===== src/rtl/rotozoom_texel_fetch_core_assert.svh =====
// assertion macros for the rotozoom texel fetch core
// used by the top level only, no other dependencies
`ifndef ROTOZOOM_TEXEL_FETCH_CORE_ASSERT_SVH
`define ROTOZOOM_TEXEL_FETCH_CORE_ASSERT_SVH

// same-cycle implication
`define RTF_ASSERT_NOW(lbl, clk, rst_n, ante, cons, msg) \
	lbl: assert property (@(posedge clk) disable iff (!rst_n) (ante) |-> (cons)) \
		else $error(msg);

// next-cycle implication
`define RTF_ASSERT_NEXT(lbl, clk, rst_n, ante, cons, msg) \
	lbl: assert property (@(posedge clk) disable iff (!rst_n) (ante) |=> (cons)) \
		else $error(msg);

`endif


===== src/rtl/rtf_pkg.sv =====
`timescale 1ns / 1ps
// shared types, constants and the q1.14 sine table for the rotozoom texel fetch
// no dependencies
package rtf_pkg;

	localparam int TEX_DEPTH_DEF     = 65536;
	localparam int SCREEN_WIDTH_DEF  = 320;
	localparam int SCREEN_HEIGHT_DEF = 200;

	localparam int X_W    = 9;
	localparam int Y_W    = 8;
	localparam int ADDR_W = 16;
	localparam int PIX_W  = 8;
	localparam int DIM_W  = 9;
	localparam int TRIG_W = 16;
	localparam int FRAC_W = 28;
	localparam int PROD_W = 45;
	localparam int MAG_W  = 11;
	localparam int RAW_W  = 17;
	localparam int Q_DEPTH = 4;

	localparam logic signed [PROD_W-1:0] POS_OFFSET = PROD_W'(64) <<< FRAC_W;

	typedef enum logic {
		OP_WRITE = 1'b0,
		OP_DRAW  = 1'b1
	} op_t;

	typedef enum logic [1:0] {
		CFG_TEX_WIDTH  = 2'd0,
		CFG_TEX_HEIGHT = 2'd1,
		CFG_ANGLE_DEG  = 2'd2
	} cfg_idx_t;

	typedef struct packed {
		op_t               op;
		logic [X_W-1:0]    x;
		logic [Y_W-1:0]    y;
		logic [ADDR_W-1:0] texel_address;
		logic [PIX_W-1:0]  texel_value;
	} in_item_t;

	typedef struct packed {
		logic [PIX_W-1:0] color;
		logic [7:0]       tex_u;
		logic [7:0]       tex_v;
	} out_item_t;

	// effective configuration, already clamped
	typedef struct packed {
		logic [DIM_W-1:0] w;
		logic [DIM_W-1:0] h;
		logic [8:0]       ang;
	} cfg_t;

	typedef struct packed {
		logic empty;
		logic full;
	} q_stat_t;

	function automatic logic signed [TRIG_W-1:0] quarter_q14(input logic [6:0] d);
		logic signed [TRIG_W-1:0] r;
		case (d)
			7'd0: r = 16'sd0;      7'd1: r = 16'sd286;    7'd2: r = 16'sd572;
			7'd3: r = 16'sd857;    7'd4: r = 16'sd1143;   7'd5: r = 16'sd1428;
			7'd6: r = 16'sd1713;   7'd7: r = 16'sd1997;   7'd8: r = 16'sd2280;
			7'd9: r = 16'sd2563;   7'd10: r = 16'sd2845;  7'd11: r = 16'sd3126;
			7'd12: r = 16'sd3406;  7'd13: r = 16'sd3686;  7'd14: r = 16'sd3964;
			7'd15: r = 16'sd4240;  7'd16: r = 16'sd4516;  7'd17: r = 16'sd4790;
			7'd18: r = 16'sd5063;  7'd19: r = 16'sd5334;  7'd20: r = 16'sd5604;
			7'd21: r = 16'sd5872;  7'd22: r = 16'sd6138;  7'd23: r = 16'sd6402;
			7'd24: r = 16'sd6664;  7'd25: r = 16'sd6924;  7'd26: r = 16'sd7182;
			7'd27: r = 16'sd7438;  7'd28: r = 16'sd7692;  7'd29: r = 16'sd7943;
			7'd30: r = 16'sd8192;  7'd31: r = 16'sd8438;  7'd32: r = 16'sd8682;
			7'd33: r = 16'sd8923;  7'd34: r = 16'sd9162;  7'd35: r = 16'sd9397;
			7'd36: r = 16'sd9630;  7'd37: r = 16'sd9860;  7'd38: r = 16'sd10087;
			7'd39: r = 16'sd10311; 7'd40: r = 16'sd10531; 7'd41: r = 16'sd10749;
			7'd42: r = 16'sd10963; 7'd43: r = 16'sd11174; 7'd44: r = 16'sd11381;
			7'd45: r = 16'sd11585; 7'd46: r = 16'sd11786; 7'd47: r = 16'sd11982;
			7'd48: r = 16'sd12176; 7'd49: r = 16'sd12365; 7'd50: r = 16'sd12551;
			7'd51: r = 16'sd12733; 7'd52: r = 16'sd12911; 7'd53: r = 16'sd13085;
			7'd54: r = 16'sd13255; 7'd55: r = 16'sd13421; 7'd56: r = 16'sd13583;
			7'd57: r = 16'sd13741; 7'd58: r = 16'sd13894; 7'd59: r = 16'sd14044;
			7'd60: r = 16'sd14189; 7'd61: r = 16'sd14330; 7'd62: r = 16'sd14466;
			7'd63: r = 16'sd14598; 7'd64: r = 16'sd14726; 7'd65: r = 16'sd14849;
			7'd66: r = 16'sd14968; 7'd67: r = 16'sd15082; 7'd68: r = 16'sd15191;
			7'd69: r = 16'sd15296; 7'd70: r = 16'sd15396; 7'd71: r = 16'sd15491;
			7'd72: r = 16'sd15582; 7'd73: r = 16'sd15668; 7'd74: r = 16'sd15749;
			7'd75: r = 16'sd15826; 7'd76: r = 16'sd15897; 7'd77: r = 16'sd15964;
			7'd78: r = 16'sd16026; 7'd79: r = 16'sd16083; 7'd80: r = 16'sd16135;
			7'd81: r = 16'sd16182; 7'd82: r = 16'sd16225; 7'd83: r = 16'sd16262;
			7'd84: r = 16'sd16294; 7'd85: r = 16'sd16322; 7'd86: r = 16'sd16344;
			7'd87: r = 16'sd16362; 7'd88: r = 16'sd16374; 7'd89: r = 16'sd16382;
			7'd90: r = 16'sd16384;
			default: r = 16'sd0;
		endcase
		return r;
	endfunction

	// a is 0..359
	function automatic logic signed [TRIG_W-1:0] sin_q14(input logic [8:0] a);
		logic signed [TRIG_W-1:0] r;
		if (a < 9'd90)
			r = quarter_q14(7'(a));
		else if (a < 9'd180)
			r = quarter_q14(7'(9'd180 - a));
		else if (a < 9'd270)
			r = -quarter_q14(7'(a - 9'd180));
		else
			r = -quarter_q14(7'(9'd360 - a));
		return r;
	endfunction

endpackage


===== src/rtl/rtf_queue.sv =====
`timescale 1ns / 1ps
// small command queue between front and back
// depends on rtf_pkg
module rtf_queue import rtf_pkg::*; #(
	parameter int DEPTH = Q_DEPTH
) (
	input  logic     clk,
	input  logic     arst_n,
	input  logic     push,
	input  in_item_t push_item,
	input  logic     pop,
	output in_item_t head,
	output q_stat_t  stat
);

	localparam int PW = $clog2(DEPTH);

	in_item_t          buf_q [DEPTH];
	logic [PW-1:0]     wr_ptr_q;
	logic [PW-1:0]     rd_ptr_q;
	logic [PW:0]       cnt_q;

	always_ff @(posedge clk or negedge arst_n) begin
		if (!arst_n) begin
			wr_ptr_q <= '0;
			rd_ptr_q <= '0;
			cnt_q    <= '0;
		end else begin
			if (push)
				wr_ptr_q <= (32'(wr_ptr_q) == DEPTH - 1) ? '0 : wr_ptr_q + 1'b1;
			if (pop)
				rd_ptr_q <= (32'(rd_ptr_q) == DEPTH - 1) ? '0 : rd_ptr_q + 1'b1;
			if (push && !pop)
				cnt_q <= cnt_q + 1'b1;
			else if (pop && !push)
				cnt_q <= cnt_q - 1'b1;
		end
	end

	always_ff @(posedge clk) begin
		if (push)
			buf_q[wr_ptr_q] <= push_item;
	end

	assign head       = buf_q[rd_ptr_q];
	assign stat.empty = (cnt_q == '0);
	assign stat.full  = (32'(cnt_q) == DEPTH);

endmodule


===== config.mk =====
export PLATFORM = sky130hd
export DESIGN_NAME = rtf_queue
export DESIGN_NICKNAME = d
export VERILOG_FILES = /design/src/rtl/rotozoom_texel_fetch_core_assert.svh /design/src/rtl/rtf_pkg.sv /design/src/rtl/rtf_queue.sv
export SDC_FILE = /design/constraint.sdc
export NUM_CORES = 1
export LEC_CHECK = 0
export ABC_AREA = 1
export BUFFER_PORTS_ARGS = -buffer_cell sky130_fd_sc_hd__buf_2
export CAP_MARGIN = 0
export CORE_ASPECT_RATIO = 0.8
export CORE_MARGIN = 2
export CORE_UTILIZATION = 25
export CTS_CLUSTER_SIZE = 16
export DETAILED_ROUTE_END_ITERATION = 12
export GPL_TIMING_DRIVEN = 0
export PLACE_DENSITY_LB_ADDON = 0.2
export SLEW_MARGIN = 20
export SYNTH_ARGS = -nofsm -noshare
export SYNTH_HDL_FRONTEND = slang
export SYNTH_SLANG_ARGS = --single-unit

===== constraint.sdc =====
create_clock -name clk -period 3.85 [get_ports clk]
set_input_delay 0.77 -clock clk [delete_from_list [all_inputs] [get_ports clk]]
set_output_delay 0.77 -clock clk [all_outputs]
set_load 0.02 [all_outputs]

==> flow_summary.toml, run 1 <==
[cts]
worst_skew_pair.late_latency_ns = 0.42
ctsHtreeMaxLevel = 4
postCtsSetupRepairBufs = 0
clk_pin_slew_ns = 0.07
clk_root_buffer_cell = "clkbuf_16"
clockBufferDepth = 2
cts_buf_count = 17
cts_tree = "yes"
cts_repair_resize_count = 0
cts-hold-fix-buffers = 0
clock_sink_count = 175

[sta]
slew_headroom = 0.526
report.final.hold_viol_count = 0
min_period_over_period = 0.713
fmaxAchievable_mhz = 364
slew_violations = 0
finalSetupViolCount = 0
worst_pin_slew_ns = 0.711
fin_setup_tns_ns = 0
period_needed_ns = 2.75
setup_repair_after_global_routing_missed_its_margin = "false"
clock_skew_ns = 0.0127

[power_and_ir_drop]
clkPwrFrac = 0.244
power_density_over_the_cells_nw_per_um2 = 756
p_comb_frac = 0.368
net-switching-power_uw = 2470
power_frac_seq = 0.389
design_internal_power_uw = 4060
power_leakage_uw = 0.00349
vdd.ir_drop.worst_v = 0.000270
p_sw_frac = 0.378

[cells_and_area]
sequential_cell_area_sq_um = 5220
final_nets = 705
num_antenna_cells = 0
syn2layout_area_growth_pct = 21.0
post_route_cells_drive_above_1_share = 0.238
area_taken_by_multi_input_logic_gates_sq_um = 1340
layout.cells.non_filler = 1034
fillers = 2769

[grt]
number_of_antenna_violations_at_the_first_check_in_global_routing = 2
grt.met3_usage = 0.0320
grt_max_degree = 43
grt_overflow = 0
number_of_global_route_vias_before_repair = 4585
grt_most_used_layer = "met2"
grt_util_all_layers = 0.123
global_route_wire_length_before_repair_mm = 26.6
grt_use_met1 = 0.152
met2_usage = 0.209

[synthesis]
synth_cell_types = 21
synth.ff_latch_count = 175
synthesis.area_sq_um = 7130
syn_inst = 542
syn_nets = 595
synth_warnings = 0
avg_synthesized_cell_area_sq_um = 13.2
synth_sequential_area_ratio = 0.732

[routing]
vias = 4319
route.antenna.remaining_nets = 0
detail_route.drc_violations = 0
drt_iter0_drc = 189
vias_per_cell = 4.18
drt_pre_antenna_iters = 4
routed_wirelength_mm = 17.7
drt_wl_cell_um = 17.1

[floorplan]
die_height_um = 155
die_area_sq_um = 29900
start_util = 0.253
ios = 90
core_sq_um = 28100
placement_rows = 55
die_w_um = 193

[critical_path]
crit_path_max_fanout = 10
criticalPathCategory = "flop to output port"
regToRegEndpoint = "buf_q[2][5]"
worst-r2r-setup-slack_ns = 2.14
start_kind = "flop"
r2r_cells = 4
critical_path_arrival_ns = 1.98
crit-reg2reg-launch = "wr_ptr_q[0]"
cp_capture_type = "output port"
worst_ep_required_time_ns = 3.08

[placement]
placement.io_buffers = 89
gp_routability_congestion = 0.695
detailedPlacementHpwl_mm = 11.0
place.detailed.instances = 1003

[flow_run]
cap_viol_max_count = 0

[hold_path]
worst_hold_path_type = "input port to async pin"

[run_status]
status = "finished clean"
==> synthesized netlist by cell type <==
master | instances | area (sq um)
o21ai_1 | 2 | 10.0
nand3_1 | 1 | 5.00
nand2_1 | 141 | 529
o21ai_0 | 2 | 10.0
clkbuf_1 | 1 | 3.75
fa_1 | 1 | 20.0
buf_2 | 13 | 65.1
xnor2_1 | 1 | 8.76
dfrtp_1 | 7 | 175
nor3_1 | 2 | 10.0
ha_1 | 6 | 75.1
clkinv_2 | 1 | 5.00
o211ai_1 | 79 | 593
nand4_1 | 1 | 6.26
nor2_1 | 2 | 7.51
inv_1 | 95 | 357
buf_4 | 1 | 7.51
edfxtp_1 | 168 | 5040
inv_2 | 1 | 3.75
o211ai_2 | 5 | 62.6
buf_6 | 12 | 135
==> critical path: stages, from the launching register on <==
cell and delay [ns]:
dfrtp_1 0.41, inv_2 0.16, clkbuf_1 0.49, o211ai_1 0.14, nand2_1 0.16, buf_2 0.19
==> routing by layer <==
metal,up-vias,part of all wire
met5,-,0.0015
met4,4,0.011
met3,18,0.047
met2,82,0.49
met1,2118,0.45
li1,2097,-
==> final cells by class <==
cell class                 instances  area share
clock inverter                    14      0.0135
buffer                            27      0.0245
inverter                          97      0.0435
multi-input combinational        243       0.155
timing repair buffer              91      0.0562
clock buffer                      17      0.0493
sequential                       175       0.605
tap                              370      0.0536
==> sequential cells by signal, indices dropped and copies added (netlist names) <==
signal    cells
buf_q       168
cnt_q         3
rd_ptr_q      2
wr_ptr_q      2
==> worst max-delay path by stage <==
stage	from	cells past startpoint	end
final	rd_ptr_q[0]	5	head[31]
after global routing	rd_ptr_q[0]	6	head[24]
after CTS	rd_ptr_q[0]	6	head[28]
after detailed placement	rd_ptr_q[0]	6	head[28]
after global placement	push	3	buf_q[0][7]
after floorplan	push	2	buf_q[3][0]
==> power groups by stage <==
| stage | Sequential [uW] | Combinational (uW) | Clock, uW |
|---|---|---|---|
| 6_report | 2540 | 2400 | 1590 |
| 5_1_grt | 2560 | 2660 | 1700 |
| 4_1_cts | 2540 | 2480 | 1630 |
| 3_5_place_dp | 2580 | 2480 | 0 |
| 3_3_place_gp | 2590 | 2410 | 0 |
| 2_1_floorplan | 2560 | 1520 | 0 |
==> stage by stage <==
step / hold WS, ns / area [sq um] / power (uW) / utilization / worst slack (ns)
floorplan: 0.463 / 7130 / 4080 / - / 1.82
global placement: 0.487 / 8040 / 5000 / 0.286 / 0.702
detailed placement: 0.491 / 8090 / 5060 / 0.288 / 1.46
CTS: 0.155 / 8630 / 6650 / 0.307 / 1.01
global route: 0.159 / 8630 / 6930 / 0.307 / 0.920
finish: 0.171 / 8630 / 6530 / 0.307 / 1.10
==> cells in the final DEF, fill, tap and decap left out <==
cell type / n
clkbuf_1: 1
o211ai_1: 79
clkinv_4: 1
buf_12: 2
clkinv_2: 6
ha_1: 6
inv_2: 1
fa_1: 1
inv_6: 3
nand4_1: 1
inv_4: 4
nor3_1: 2
dfrtp_1: 7
clkinvlp_4: 3
edfxtp_1: 168
xnor2_1: 1
inv_1: 91
nor2_1: 2
o21ai_1: 2
buf_6: 12
clkbuf_16: 17
bufinv_16: 1
clkinv_1: 1
buf_4: 1
o21ai_0: 2
nand2_1: 141
nand3_1: 1
buf_2: 102
o211ai_2: 5
==> cell families after synthesis <==
group           after synthesis  share of synthesized area
flops                       175                      0.732
simple gates                147                     0.0782
fa+ha+maj                     7                     0.0133
xor+xnor                      1                    0.00123
compound gates               88                     0.0947
buf+inv                     124                     0.0808
Note: power is estimated with default switching activity, not from simulation.
==> run 2: changes to the inputs <==
==> constraint.sdc (replaced) <==
create_clock -name clk -period 2.5 [get_ports clk]
set_input_delay 0.5 -clock clk [delete_from_list [all_inputs] [get_ports clk]]
set_output_delay 0.5 -clock clk [all_outputs]
set_load 0.02 [all_outputs]
==> flow_summary.toml, run 2 (synthesis results as in run 1) <==
[routing]
route.antenna.remaining_nets = 0
drt_pre_antenna_iters = 4
detail_route.drc_violations = 0
vias_per_cell = 4.17
drt_iter0_drc = 198
drt_wl_cell_um = 17.0
vias = 4319
routed_wirelength_mm = 17.7

[power_and_ir_drop]
power_frac_seq = 0.388
power_density_over_the_cells_nw_per_um2 = 1160
p_sw_frac = 0.377
vdd.ir_drop.worst_v = 0.000415
design_internal_power_uw = 6270
p_comb_frac = 0.369
power_leakage_uw = 0.00350
power.total_uw = 10100
net-switching-power_uw = 3800
clkPwrFrac = 0.243

[floorplan]
placement_rows = 55
die_area_sq_um = 29900
die_height_um = 155
ios = 90
die_w_um = 193
start_util = 0.253
core_sq_um = 28100

[placement]
gp_routability_congestion = 0.695
placement.io_buffers = 89
place.detailed.instances = 1003
placement.setup.worst_slack_ns = 0.383
detailedPlacementHpwl_mm = 11.0

[critical_path]
crit_path_start = "rd_ptr_q[1]"
cp_common_cell = "buf_2"
critical_path.n_buffers_inverters = 4
start_kind = "flop"
worst-r2r-setup-slack_ns = 0.79
critical_path_arrival_ns = 1.87
cp_capture_type = "output port"
criticalPathCategory = "flop to output port"
critical_path.cell_chain = "buf_2 > inv_4 > buf_2 > o211ai_1 > nand2_1 > buf_2"
crit_path_max_fanout = 10
cp_top_family = "buffers and inverters"
cp.depth = 6
r2r_cells = 4
worst_ep_required_time_ns = 2.00
endpoint = "head[3]"
worst_path_largest_cell_delay_ns = 0.39
crit-reg2reg-launch = "wr_ptr_q[0]"
regToRegEndpoint = "buf_q[2][5]"
critical-path-slowest-cell = "dfrtp_1"

[sta]
finalSetupViolCount = 0
slew_headroom = 0.526
worst_pin_slew_ns = 0.712
hold_slack_ns = 0.291
report.final.hold_viol_count = 0
setup_repair_after_global_routing_missed_its_margin = "false"
fmaxAchievable_mhz = 422
final_critical_path_setup_slack_ns = 0.131
slew_violations = 0
period_needed_ns = 2.37
clock_skew_ns = 0.0132
min_period_over_period = 0.948

[run_status]
status = "finished clean"

[grt]
grt_max_degree = 43
global_route_wire_length_before_repair_mm = 26.7
number_of_antenna_violations_at_the_first_check_in_global_routing = 2
grt_overflow = 0
grt_util_all_layers = 0.123
number_of_global_route_vias_before_repair = 4581

[cts]
ctsHtreeMaxLevel = 4
clockBufferDepth = 2
clock_sink_count = 175
clk_root_buffer_cell = "clkbuf_16"
cts_tree = "yes"
clk_pin_slew_ns = 0.07
worst_skew_pair.late_latency_ns = 0.42
cts_buf_count = 17

[cells_and_area]
most_flop_heavy_register = "buf_q"
most_common_cell_after_layout_fill_and_taps_aside = "edfxtp_1"
final_nets = 706
largest_reg_flops = 168
post_route_cells_drive_above_1_share = 0.239
syn2layout_area_growth_pct = 21.3
most-common-layout-cells = "168 x edfxtp_1, 141 x nand2_1, 101 x buf_2"
layout.cells.non_filler = 1036
fillers = 2766
largestRegisters = "buf_q: 168 flops, cnt_q: 3 flops"

[hold_path]
worst_hold_path_type = "input port to flop"

[flow_run]
cap_viol_max_count = 0
[run 2: how the worst min path moves through the flow]
stage | from | endpoint | depth (start not counted)
2_1_floorplan | arst_n | cnt_q[0] | 0
3_3_place_gp | arst_n | cnt_q[0] | 1
3_5_place_dp | arst_n | cnt_q[2] | 1
4_1_cts | push_item[7] | buf_q[3][7] | 1
5_1_grt | push_item[7] | buf_q[2][7] | 1
6_report | push_item[7] | buf_q[3][7] | 1
[run 2: worst register-to-register path, stage by stage (launching register included)]
cell and delay (ns):
dfrtp_1 0.42, inv_1 0.11, ha_1 0.16, nand2_1 0.09, inv_4 0.54
[run 2: power by group through the flow]
stage / Clock [uW] / Combinational (uW) / Sequential, uW
2_1_floorplan: 0 / 2330 / 3950
3_3_place_gp: 0 / 3710 / 3980
3_5_place_dp: 0 / 3820 / 3970
4_1_cts: 2510 / 3830 / 3910
5_1_grt: 2620 / 4110 / 3950
6_report: 2440 / 3710 / 3910
[run 2: metrics by stage]
stage | TNS, ns | utilization | cell area [sq um]
global placement | -59.86 | 0.286 | 8040
floorplan | 0 | - | 7130
finish | 0 | 0.307 | 8650
global route | 0 | 0.307 | 8650
CTS | 0 | 0.307 | 8650
detailed placement | 0 | 0.288 | 8090
[run 2: layout make-up]
cell class	count	area (sq um)	area share
diodes	1	2.50	0.000289
plain buffers	27	215	0.0249
clock buffers	17	425	0.0492
clock inverters	14	116	0.0134
inverters	97	377	0.0435
multi-input cells	243	1340	0.155
flip-flops and latches	175	5220	0.603
well taps	370	463	0.0535
repair buffers	92	495	0.0573
[run 2: timing repair]
action                                 in CTS  in global routing
setup endpoints to repair                   9                 18
endpoints found under the hold margin       7                  0
hold buffers                                1                  0
gates resized for setup                     1                  2
setup buffers                               0                  0
[run 2: layer usage]
metal / share of wire / up-vias / global-route usage / routed length (um)
met4: 0.011 / 4 / 0.0378 / 200
met3: 0.051 / 18 / 0.0320 / 896
li1: - / 2102 / - / -
met2: 0.49 / 86 / 0.208 / 8650
met5: 0.0015 / - / 0 / 27
met1: 0.45 / 2109 / 0.153 / 7880
